[config.mk]
export PLATFORM = sky130hd
export DESIGN_NAME = image_seam_ramp_correction
export DESIGN_NICKNAME = d
export VERILOG_FILES = /design/src/rtl/isrc_pkg.sv /design/src/rtl/isrc_div.sv /design/src/rtl/image_seam_ramp_correction.sv
export SDC_FILE = /design/constraint.sdc
export NUM_CORES = 2
export LEC_CHECK = 0
export ABC_AREA = 1
export BUFFER_PORTS_ARGS = -buffer_cell sky130_fd_sc_hd__buf_2
export CORE_MARGIN = 4
export CORE_UTILIZATION = 40
export DETAILED_ROUTE_END_ITERATION = 10
export GPL_ROUTABILITY_DRIVEN = 0
export PLACE_DENSITY = 0.57
export SLEW_MARGIN = 5
export SYNTH_ARGS = -nofsm -noshare
export SYNTH_HDL_FRONTEND = slang
export SYNTH_SLANG_ARGS = --single-unit
[constraint.sdc]
create_clock -name aclk -period 10.6 [get_ports aclk]
set_input_delay 1.06 -clock aclk [delete_from_list [all_inputs] [get_ports aclk]]
set_output_delay 1.06 -clock aclk [all_outputs]
set_load 0.1 [all_outputs]
[src/rtl/isrc_pkg.sv]
// Shared types, widths and register codes for the image seam ramp correction block.
// Used by the top level and by the serial divider; depends on nothing else.
package isrc_pkg;

    // Field widths of the item channels and the register port.
    localparam int PIX_W      = 16;
    localparam int SPAN_W     = 13;
    localparam int DIST_W     = 11;
    localparam int TOT_W      = 32;
    localparam int ADJ_W      = 17;
    localparam int CFG_ADDR_W = 2;
    localparam int CFG_DATA_W = 32;

    // Largest span the ramp may use by default.
    localparam int MAX_SPAN_DEF = 4096;

    // Register values after reset.
    localparam logic [SPAN_W-1:0] SPAN_RST     = SPAN_W'(1024);
    localparam logic [PIX_W-1:0]  SAT_HIGH_RST = PIX_W'(60000);
    localparam logic [PIX_W-1:0]  SAT_LOW_RST  = PIX_W'(1);
    localparam logic [TOT_W-1:0]  LIMIT_RST    = TOT_W'(200000);

    // Register indexes on the configuration port.
    typedef enum logic [CFG_ADDR_W-1:0] {
        CFG_SPAN       = 2'd0,
        CFG_SAT_HIGH   = 2'd1,
        CFG_SAT_LOW    = 2'd2,
        CFG_DIFF_LIMIT = 2'd3
    } cfg_index_t;

    // Status that the divider reports to the sequencer.
    typedef struct packed {
        logic busy;
        logic done;
    } div_stat_t;

    // Clamp a signed sum to the unsigned sample range.
    function automatic logic [PIX_W-1:0] clamp_pix(input logic signed [PIX_W+1:0] v);
        logic [PIX_W-1:0] res;
        if (v < 0) begin
            res = '0;
        end else if (v > $signed({2'b00, {PIX_W{1'b1}}})) begin
            res = {PIX_W{1'b1}};
        end else begin
            res = v[PIX_W-1:0];
        end
        return res;
    endfunction

endpackage

[src/rtl/isrc_div.sv]
// Restoring divider that produces one quotient bit per cycle.
// Depends on isrc_pkg for the status struct.
module isrc_div #(
    parameter int NUM_W = 29,
    parameter int DEN_W = 14
) (
    input  logic                 aclk,
    input  logic                 aresetn,
    input  logic                 start,
    input  logic [NUM_W-1:0]     num,
    input  logic [DEN_W-1:0]     den,
    output isrc_pkg::div_stat_t  stat,
    output logic [NUM_W-1:0]     quot
);
    import isrc_pkg::*;

    localparam int CNT_W = $clog2(NUM_W + 1);

    logic [DEN_W-1:0] rem_reg;
    logic [NUM_W-1:0] quo_reg;
    logic [DEN_W-1:0] den_reg;
    logic [CNT_W-1:0] cnt_reg;
    logic             busy_reg;

    logic [DEN_W:0]   rem_shift;
    logic [DEN_W:0]   rem_diff;
    logic             fits;

    // One trial subtraction per cycle on the partial remainder.
    always_comb begin
        rem_shift = {rem_reg, quo_reg[NUM_W-1]};
        rem_diff  = rem_shift - {1'b0, den_reg};
        fits      = rem_shift >= {1'b0, den_reg};
    end

    always_ff @(posedge aclk) begin
        if (!aresetn) begin
            busy_reg <= 1'b0;
            cnt_reg  <= '0;
        end else if (start) begin
            busy_reg <= 1'b1;
            cnt_reg  <= CNT_W'(NUM_W);
            rem_reg  <= '0;
            quo_reg  <= num;
            den_reg  <= den;
        end else if (busy_reg) begin
            rem_reg <= fits ? rem_diff[DEN_W-1:0] : rem_shift[DEN_W-1:0];
            quo_reg <= {quo_reg[NUM_W-2:0], fits};
            cnt_reg <= cnt_reg - CNT_W'(1);
            if (cnt_reg == CNT_W'(1)) begin
                busy_reg <= 1'b0;
            end
        end
    end

    // Done marks the edge at which the last quotient bit is stored.
    assign stat.busy = busy_reg;
    assign stat.done = busy_reg && (cnt_reg == CNT_W'(1));
    assign quot      = quo_reg;

endmodule

[src/rtl/image_seam_ramp_correction.sv]
// Top level of the image seam ramp correction block: register port, sequencer
// and datapath. Depends on isrc_pkg and on the serial divider isrc_div.
//
// Usage: items enter on the s_ valid/ready channel and each gives exactly one
// result item on the m_ valid/ready channel. A measure item adds the absolute
// border difference to a saturating running total. A correct item replaces
// saturated border samples, then forms the ramp offset with one shared
// restoring divider that yields one quotient bit per cycle.
// A measure item goes through the prepare and final steps. A correct item goes
// through prepare, multiply and check, then the divide step if its offset
// applies, then the final step. NUM_W is the divider's dividend width, 16 plus
// the bits of the largest span.
// s_ready is high only while the sequencer is idle, so one item is in work at
// a time and no new item is accepted before the last one has left the final
// step; the next item is taken while a finished result still waits in the
// output register. If the receiver stalls, the finished item waits in the
// last step until the output register is free.
// Reset (synchronous, active low) clears the running total, the sequencer and
// m_valid, and loads the register defaults. Registers may be written only
// while the block is idle.
module image_seam_ramp_correction #(
    parameter int MAX_SPAN = isrc_pkg::MAX_SPAN_DEF
) (
    input  logic                                aclk,
    input  logic                                aresetn,
    // Register write port
    input  logic                                cfg_wr_en,
    input  logic [isrc_pkg::CFG_ADDR_W-1:0]     cfg_index,
    input  logic [isrc_pkg::CFG_DATA_W-1:0]     cfg_wdata,
    // Input items
    input  logic                                s_valid,
    output logic                                s_ready,
    input  logic                                s_req_type,
    input  logic [isrc_pkg::PIX_W-1:0]          s_first_border,
    input  logic [isrc_pkg::PIX_W-1:0]          s_second_border,
    input  logic [isrc_pkg::DIST_W-1:0]         s_distance,
    input  logic [isrc_pkg::PIX_W-1:0]          s_first_pixel,
    input  logic [isrc_pkg::PIX_W-1:0]          s_second_pixel,
    input  logic                                s_border_start,
    // Result items
    output logic                                m_valid,
    input  logic                                m_ready,
    output logic [isrc_pkg::TOT_W-1:0]          m_running_diff,
    output logic                                m_over_limit,
    output logic signed [isrc_pkg::ADJ_W-1:0]   m_adjust,
    output logic                                m_applies,
    output logic [isrc_pkg::PIX_W-1:0]          m_first_out,
    output logic [isrc_pkg::PIX_W-1:0]          m_second_out,
    output logic                                m_first_replaced,
    output logic                                m_second_replaced
);
    import isrc_pkg::*;

    // Span limit as far as the span register can reach, and derived widths.
    localparam int SPAN_REG_MAX = (1 << SPAN_W) - 1;
    localparam int SPAN_CAP     = (MAX_SPAN < SPAN_REG_MAX) ? MAX_SPAN : SPAN_REG_MAX;
    localparam int SP_W         = $clog2(SPAN_CAP + 1);
    localparam int NUM_W        = PIX_W + SP_W;
    localparam int DEN_W        = SP_W + 1;

    typedef enum logic [2:0] {
        ST_IDLE,
        ST_PREP,
        ST_MUL,
        ST_CHK,
        ST_DIV,
        ST_FIN
    } state_t;

    state_t state_reg;

    // Configuration registers and the running total.
    logic [SPAN_W-1:0] span_reg;
    logic [PIX_W-1:0]  sat_hi_reg;
    logic [PIX_W-1:0]  sat_lo_reg;
    logic [TOT_W-1:0]  limit_reg;
    logic [TOT_W-1:0]  total_reg;

    // Item held while it is worked on.
    logic              req_reg;
    logic              start_reg;
    logic [DIST_W-1:0] dist_reg;
    logic [PIX_W-1:0]  fb_reg;
    logic [PIX_W-1:0]  sb_reg;
    logic [PIX_W-1:0]  pa_reg;
    logic [PIX_W-1:0]  pb_reg;

    // Intermediate values.
    logic [SP_W-1:0]   sp_reg;
    logic              neg_reg;
    logic [PIX_W-1:0]  absd_reg;
    logic              frep_reg;
    logic              srep_reg;
    logic              in_range_reg;
    logic [NUM_W-1:0]  mag_reg;
    logic              applies_reg;

    // Output register.
    logic                    m_valid_reg;
    logic [TOT_W-1:0]        out_total_reg;
    logic                    out_over_reg;
    logic signed [ADJ_W-1:0] out_adj_reg;
    logic                    out_applies_reg;
    logic [PIX_W-1:0]        out_first_reg;
    logic [PIX_W-1:0]        out_second_reg;
    logic                    out_frep_reg;
    logic                    out_srep_reg;

    // Combinational helpers.
    logic [SP_W-1:0]         sp_next;
    logic                    frep_next;
    logic                    srep_next;
    logic [PIX_W-1:0]        fb_fix;
    logic [PIX_W-1:0]        sb_fix;
    logic                    neg_next;
    logic [PIX_W-1:0]        absd_next;
    logic [SP_W-1:0]         span_left;
    logic [NUM_W-1:0]        mag_next;
    logic                    in_range_next;
    logic                    prev_ok;
    logic                    apply_next;
    logic                    div_start;
    logic [NUM_W-1:0]        div_num;
    logic [DEN_W-1:0]        div_den;
    div_stat_t               div_stat;
    logic [NUM_W-1:0]        div_quot;
    logic [ADJ_W-1:0]        adj_mag;
    logic signed [ADJ_W-1:0] adj_next;
    logic [TOT_W-1:0]        total_base;
    logic [TOT_W:0]          total_sum;
    logic [TOT_W-1:0]        total_next;
    logic                    out_free;
    logic                    fin_fire;

    // Span clamp, border replacement and absolute difference.
    always_comb begin
        if (span_reg < SPAN_W'(2)) begin
            sp_next = SP_W'(2);
        end else if (32'(span_reg) > 32'(SPAN_CAP)) begin
            sp_next = SP_W'(SPAN_CAP);
        end else begin
            sp_next = SP_W'(span_reg);
        end
        // Measure items compare raw samples, so replacement is gated off.
        frep_next = req_reg && ((fb_reg > sat_hi_reg) || (fb_reg < sat_lo_reg));
        srep_next = req_reg && ((sb_reg > sat_hi_reg) || (sb_reg < sat_lo_reg));
        fb_fix    = frep_next ? sb_reg : fb_reg;
        sb_fix    = srep_next ? fb_fix : sb_reg;
        neg_next  = sb_fix > fb_fix;
        absd_next = neg_next ? (sb_fix - fb_fix) : (fb_fix - sb_fix);
    end

    // Ramp numerator and distance check.
    always_comb begin
        span_left     = SP_W'(32'(sp_reg) - 32'(dist_reg));
        mag_next      = NUM_W'(absd_reg) * NUM_W'(span_left);
        in_range_next = 32'(dist_reg) < 32'(sp_reg >> 1);
    end

    // The offset one step closer to the seam is nonzero when its numerator
    // reaches the span; that numerator is this one plus the difference.
    always_comb begin
        prev_ok    = (dist_reg == '0) ||
                     ((NUM_W+1)'(mag_reg) + (NUM_W+1)'(absd_reg) >= (NUM_W+1)'(sp_reg));
        apply_next = in_range_reg && (absd_reg >= PIX_W'(2)) && prev_ok;
        div_start  = (state_reg == ST_CHK) && apply_next;
        // Rounded offset is floor((num + span) / (2 * span)).
        div_num    = mag_reg + NUM_W'(sp_reg);
        div_den    = {sp_reg, 1'b0};
    end

    // Final offset, totals and output availability.
    always_comb begin
        adj_mag    = applies_reg ? {1'b0, div_quot[PIX_W-1:0]} : '0;
        adj_next   = neg_reg ? -$signed(adj_mag) : $signed(adj_mag);
        total_base = start_reg ? '0 : total_reg;
        total_sum  = (TOT_W+1)'(total_base) + (TOT_W+1)'(absd_reg);
        if (req_reg) begin
            total_next = total_reg;
        end else if (total_sum[TOT_W]) begin
            total_next = {TOT_W{1'b1}};
        end else begin
            total_next = total_sum[TOT_W-1:0];
        end
        out_free = !m_valid_reg || m_ready;
        fin_fire = (state_reg == ST_FIN) && out_free;
    end

    isrc_div #(
        .NUM_W (NUM_W),
        .DEN_W (DEN_W)
    ) u_div (
        .aclk    (aclk),
        .aresetn (aresetn),
        .start   (div_start),
        .num     (div_num),
        .den     (div_den),
        .stat    (div_stat),
        .quot    (div_quot)
    );

    // Sequencer, registers and output register.
    always_ff @(posedge aclk) begin
        if (!aresetn) begin
            state_reg   <= ST_IDLE;
            m_valid_reg <= 1'b0;
            total_reg   <= '0;
            span_reg    <= SPAN_RST;
            sat_hi_reg  <= SAT_HIGH_RST;
            sat_lo_reg  <= SAT_LOW_RST;
            limit_reg   <= LIMIT_RST;
        end else begin
            // Register writes.
            if (cfg_wr_en) begin
                unique case (cfg_index_t'(cfg_index))
                    CFG_SPAN:       span_reg   <= cfg_wdata[SPAN_W-1:0];
                    CFG_SAT_HIGH:   sat_hi_reg <= cfg_wdata[PIX_W-1:0];
                    CFG_SAT_LOW:    sat_lo_reg <= cfg_wdata[PIX_W-1:0];
                    CFG_DIFF_LIMIT: limit_reg  <= cfg_wdata[TOT_W-1:0];
                endcase
            end

            // The output register fills when a result is formed and empties on a handshake.
            if (fin_fire) begin
                m_valid_reg <= 1'b1;
            end else if (m_ready) begin
                m_valid_reg <= 1'b0;
            end

            unique case (state_reg)
                ST_IDLE: begin
                    if (s_valid) begin
                        req_reg   <= s_req_type;
                        start_reg <= s_border_start && !s_req_type;
                        dist_reg  <= s_distance;
                        fb_reg    <= s_first_border;
                        sb_reg    <= s_second_border;
                        pa_reg    <= s_first_pixel;
                        pb_reg    <= s_second_pixel;
                        state_reg <= ST_PREP;
                    end
                end
                ST_PREP: begin
                    sp_reg      <= sp_next;
                    frep_reg    <= frep_next;
                    srep_reg    <= srep_next;
                    neg_reg     <= neg_next;
                    absd_reg    <= absd_next;
                    applies_reg <= 1'b0;
                    // At the seam itself the replaced borders are corrected.
                    if (dist_reg == '0) begin
                        pa_reg <= fb_fix;
                        pb_reg <= sb_fix;
                    end
                    state_reg <= req_reg ? ST_MUL : ST_FIN;
                end
                ST_MUL: begin
                    mag_reg      <= mag_next;
                    in_range_reg <= in_range_next;
                    state_reg    <= ST_CHK;
                end
                ST_CHK: begin
                    applies_reg <= apply_next;
                    state_reg   <= apply_next ? ST_DIV : ST_FIN;
                end
                ST_DIV: begin
                    if (div_stat.done) begin
                        state_reg <= ST_FIN;
                    end
                end
                ST_FIN: begin
                    if (out_free) begin
                        total_reg       <= total_next;
                        out_total_reg   <= total_next;
                        out_over_reg    <= total_next > limit_reg;
                        out_adj_reg     <= req_reg ? adj_next : '0;
                        out_applies_reg <= req_reg && applies_reg;
                        out_first_reg   <= req_reg ?
                            clamp_pix($signed({2'b00, pa_reg}) + $signed({adj_next[ADJ_W-1], adj_next}))
                            : '0;
                        out_second_reg  <= req_reg ?
                            clamp_pix($signed({2'b00, pb_reg}) - $signed({adj_next[ADJ_W-1], adj_next}))
                            : '0;
                        out_frep_reg    <= frep_reg;
                        out_srep_reg    <= srep_reg;
                        state_reg       <= ST_IDLE;
                    end
                end
                default: begin
                    state_reg <= ST_IDLE;
                end
            endcase
        end
    end

    assign s_ready           = (state_reg == ST_IDLE);
    assign m_valid           = m_valid_reg;
    assign m_running_diff    = out_total_reg;
    assign m_over_limit      = out_over_reg;
    assign m_adjust          = out_adj_reg;
    assign m_applies         = out_applies_reg;
    assign m_first_out       = out_first_reg;
    assign m_second_out      = out_second_reg;
    assign m_first_replaced  = out_frep_reg;
    assign m_second_replaced = out_srep_reg;

`ifndef SYNTH
    // The divider only finishes while the sequencer waits for it.
    assert property (@(posedge aclk) disable iff (!aresetn)
        div_stat.done |-> (state_reg == ST_DIV))
        else $error("divider finished outside the divide step");

    // No new item is taken while the divider is working.
    assert property (@(posedge aclk) disable iff (!aresetn)
        s_ready |-> !div_stat.busy)
        else $error("input ready while divider busy");

    // An accepted item closes the input until its result is formed.
    assert property (@(posedge aclk) disable iff (!aresetn)
        (s_valid && s_ready) |=> !s_ready)
        else $error("input stayed ready after an accepted item");

    // A result without an applied offset carries no offset.
    assert property (@(posedge aclk) disable iff (!aresetn)
        (m_valid && !m_applies) |-> (m_adjust == '0))
        else $error("nonzero offset on a result that does not apply it");
`endif

endmodule
* After elaboration in Yosys (flattened, before gate mapping)
Index checks and enable logic that the tools add are counted.
Word-level totals: flip-flop bits (word level) 400, bits of input ports 116, output and inout bits 87, word-level logic and storage cells 155
Operators by class: $add $sub $neg 11, multipliers 1, order comparisons 16, eq/ne operators 13, multiplexer cells 35, bitwise operators 2, reduce and logical (&&, ||, !) cells 40
Operators by type and width (number):
- $mux 16 | 10
- $mux 32 | 3
- $pmux 16 s2 | 2
- $mux 29 | 2
- $gt 16x16->1 | 3
- $gt 18x17->1 const B | 2
- $lt 18x1->1 const B | 2
- $add 32x16->33 | 1
- $gt 32x32->1 | 1
- $lt 16x16->1 | 2
- $sub 16x16->16 | 2
- $add 29x16->30 | 1
- $ge 30x13->1 | 1
- $add 29x13->29 | 1
- $mul 16x13->29 | 1
- $mux 14 | 2
- $reduce_and 2->1 | 10
- $add 17x17->18 | 1
- $pmux 3 s6 | 1
- $sub 17x17->18 | 1
- $mux 17 | 1
- $neg 16->17 | 1
- $ge 16x2->1 const B | 1
- $ge 15x14->1 | 1
- other kinds (29) | 65

* Logic depth before layout (Yosys ltp)
depth in word-level cells 7, mapped depth 32, gate-level depth less buffers 31

* By module
Synthesis repeated with hierarchy kept, for this count alone.
Unflattened totals: cells, all modules 4173, area, all modules 33248.1 um2
Modules (own cells, without submodules):
- image_seam_ramp_correction | instances 1, cells an instance 3729, area each 29599.6 um2, sequential area each 9018.6 um2
- isrc_div | instances 1, cells an instance 444, area each 3648.5 um2, sequential area each 1831.8 um2

* Worst setup path after synthesis
OpenSTA, ideal clock, no wires.
path kind input to register, from input port aresetn, to register out_adj_reg[0] (netlist: m_adjust[0]) (enable), library setup time 0.633 ns, arrival time 7.593 ns, required time 9.967 ns, setup slack 2.374 ns, stages 4, path buffers 2, path through clkbuf_1 clkinv_1 clkbuf_1 nor3_1
On the way: cells in the longest elaborated chain, start to end 1
RTL lines:
- start: declaration | line image_seam_ramp_correction.sv:25 | input logic aresetn,
- $reduce_and 3->1 (no line)
- end signal: assignment | line image_seam_ramp_correction.sv:276 | out_adj_reg <= req_reg ? adj_next : '0;
- end: declaration | line image_seam_ramp_correction.sv:102 | logic signed [ADJ_W-1:0] out_adj_reg;
Every way passes these cells. A chain may end at the register's enable or synchronous reset.

* Worst setup path in the final report
from register sp_reg[0], to register mag_reg[28], data pin
On the way: cells in the longest elaborated chain, start to end 2
RTL lines:
- start: declaration | line image_seam_ramp_correction.sv:89 | logic [SP_W-1:0] sp_reg;
- start signal: assignment | line image_seam_ramp_correction.sv:244 | sp_reg <= sp_next;
- $sub 13x11->13 | line image_seam_ramp_correction.sv:155 | span_left = SP_W'(32'(sp_reg) - 32'(dist_reg));
- $mul 16x13->29 | line image_seam_ramp_correction.sv:156 | mag_next = NUM_W'(absd_reg) * NUM_W'(span_left);
- net mag_next[28] | line image_seam_ramp_correction.sv:118 | logic [NUM_W-1:0] mag_next;
- end signal: assignment | line image_seam_ramp_correction.sv:258 | mag_reg <= mag_next;
- end: declaration | line image_seam_ramp_correction.sv:95 | logic [NUM_W-1:0] mag_reg;
The timed path passes the listed nets, and every way through them passes these cells.

==> impl_metrics.tcl <==
set metrics [dict create \
    status "finished, final reports clean" \
    clk_pin_slew_worst_paths_ps 60 \
    cp_slowest_stage_delay_ps 970 \
    die_y_um 292 \
    routed_wl_um 96900 \
    final_max_slew_viol_count 0 \
    via_per_inst 5.13 \
    die-area_um2 85400 \
    dr.first_iter.drc_count 1999 \
    syn_avg_cell_area_um2 8.27 \
    finalCritPeriodShare_pct 75.9 \
    critical-path-slowest-cell "xor2_1" \
    cp_data_arrival_time_ps 8350 \
    synth_edf_count 281 \
    path_max_fanout 16 \
    clock_path_buffers 3 \
    cp_common_cell "fa_1" \
    worst_ep_required_time_ps 10910 \
    worst_pin_slew_ps 1280 \
    clk_latency_ps 610 \
    wl_per_cell_um 18.7 \
    root_buffer "clkbuf_16" \
    syn-instance-count 3906 \
    synth_top_cell_by_area "edfxtp_1" \
    startpoint_type "flop" \
    portBuffers 202 \
    vias 26600 \
    synthesis.area_um2 32300 \
    grt_pass1_vias 25700 \
    layout-drive-gt1-share_pct 9.15 \
    syn_nets 4511 \
    cts_buffers 47 \
    hp-class "reg2reg" \
    htreeDepth 2 \
    synthArstFlopShare_pct 0 \
    synth_ff_type "edfxtp_1" \
    cts_tree "done" \
    slew_headroom_pct 14.6 \
    antenna_found_initial 5 \
    cts_hold_buf 0 \
    dpl.hpwl_um 77800 \
    placeableCoreArea_um2 79500 \
    end_kind "flop" \
    areaGrowthSynthToFinish_pct 11.1 \
    route.detailed.drc 0 \
    synth_top_area_share_pct 26.1 \
    drtAntennaViolNets 0 \
    rsz0062_at_grt "false" \
    final_util_pct 45.2 \
    grt-ovfl-total 0 \
    hold_viol 0 \
    synth_area_leaders "edfxtp_1, ha_1, fa_1, nand2_1, inv_1" \
    ys_ff_latch 400 \
    synth.most_common_cell "nand2_1" \
    drt_pre_antenna_iters 6 \
    path_class "reg2reg" \
    finalSetupViolations 0 \
    synth-seq-area-share_pct 33.5 \
    synth_cell_type_count 59 \
    finalSetupTns_ps 0 \
    fin_area_um2 35900 \
    ios 203 \
    fmax_ghz 0.124 \
    placedInstanceArea_um2 34400 \
    grt_max_degree 76 \
    cts_resized 0 \
    start_util_pct 40.6 \
    yosys-top-cells-count "nand2_1, inv_1, a21oi_1" \
    cts.sinks 400 \
    cts_setup_buffers 0 \
    placementRows 103 \
    drv_cap 0 \
    yosysWarnings 0 \
    die_w_um 292 \
    min_period_ps 8040 \
    grt_first_pass_wirelength_um 151000 \
    grt.total_usage_pct 22.4 \
    fin_skew_ps 49.8 \
    nNetsFinal 4684 \
]
logic make-up (layout without fill, tap and decap cells):
| group | count (synthesis) | after routing | synth area share, % |
|---|---|---|---|
| flops | 400 | 400 | 33.5 |
| buf+inv | 793 | 1005 | 9.56 |
| other cells | 0 | 6 | 0 |
| simple gates | 1342 | 1342 | 17.4 |
| mux | 4 | 4 | 0.124 |
| compound gates | 713 | 713 | 12.2 |
| xor+xnor | 165 | 165 | 4.47 |
| fa+ha+maj | 489 | 489 | 22.7 |
final timing paths:
path	from	end	slack (ps)	cells past startpoint
worst max-delay path	sp_reg[0]$_SDFFCE_PP0P_	mag_reg[28]$_DFFE_PP_	2560	30
worst min register to register	frep_reg$_DFFE_PP_	m_first_replaced$_DFFE_PP_	420	0
worst max register to register	sp_reg[0]$_SDFFCE_PP0P_	mag_reg[28]$_DFFE_PP_	2560	30
worst min-delay path	frep_reg$_DFFE_PP_	m_first_replaced$_DFFE_PP_	420	0
cell type report:
| cell class | instances | area (µm²) |
|---|---|---|
| fillers | 7929 | 43600 |
| well taps | 1050 | 1310 |
| flip-flops and latches | 400 | 10800 |
| clock inverters | 26 | 240 |
| multi-input cells | 2713 | 18500 |
| clock buffers | 62 | 1260 |
| diodes | 6 | 15.0 |
| inverters | 688 | 2580 |
| repair buffers | 229 | 1210 |
metrics by stage:
stage,setup slack (ps),std cells,hold slack (ps)
floorplan,2370,3906,400
global placement,2670,5080,406
detailed placement,2610,5080,433
CTS,2580,5168,413
global route,1920,5170,427
finish,2560,5174,416
layer usage:
metal	wire length [µm]	global-route usage [%]	up-vias
met2	42400	35.0	791
li1	-	-	13100
met1	45700	33.0	12500
met3	6640	3.23	125
met4	2230	5.20	0
met5	0	0	-
critical path, delay by kind of cell, from the launching register on:
family                     cells  cell delay [ps]
AOI/OAI and AO/OA              6             1020
xor gates and xnor gates       2             1060
adders and majority gates      8             3620
buffers and inverters          4              220
DFF                            1              430
and+or+nand+nor               10             1400
placed cells by master (no fill, tap or decap), types with 8 or more instances in the layout:
cell type,netlist,layout
o21ai_0,217,217
nand3_1,137,137
clkbuf_16,0,48
buf_4,1,27
nand4_1,31,31
a31oi_1,9,9
or2_2,37,37
nor4_1,13,13
nor2_1,282,278
a21o_1,11,11
xnor2_1,52,52
inv_1,682,681
nor3_1,39,37
o211ai_1,29,29
xor2_1,113,113
ha_1,326,326
a21oi_1,337,334
buf_2,9,202
nand2_2,9,9
clkbuf_1,79,13
fa_1,163,163
edfxtp_1,281,281
dfxtp_1,119,119
clkinv_1,3,14
o21bai_1,9,9
o21ai_1,13,13
o221ai_1,8,8
nand2_1,765,765
o22ai_1,27,27
Power is not shown: default switching activity piles up to over one toggle a cycle in this logic, so the estimate is an artifact.
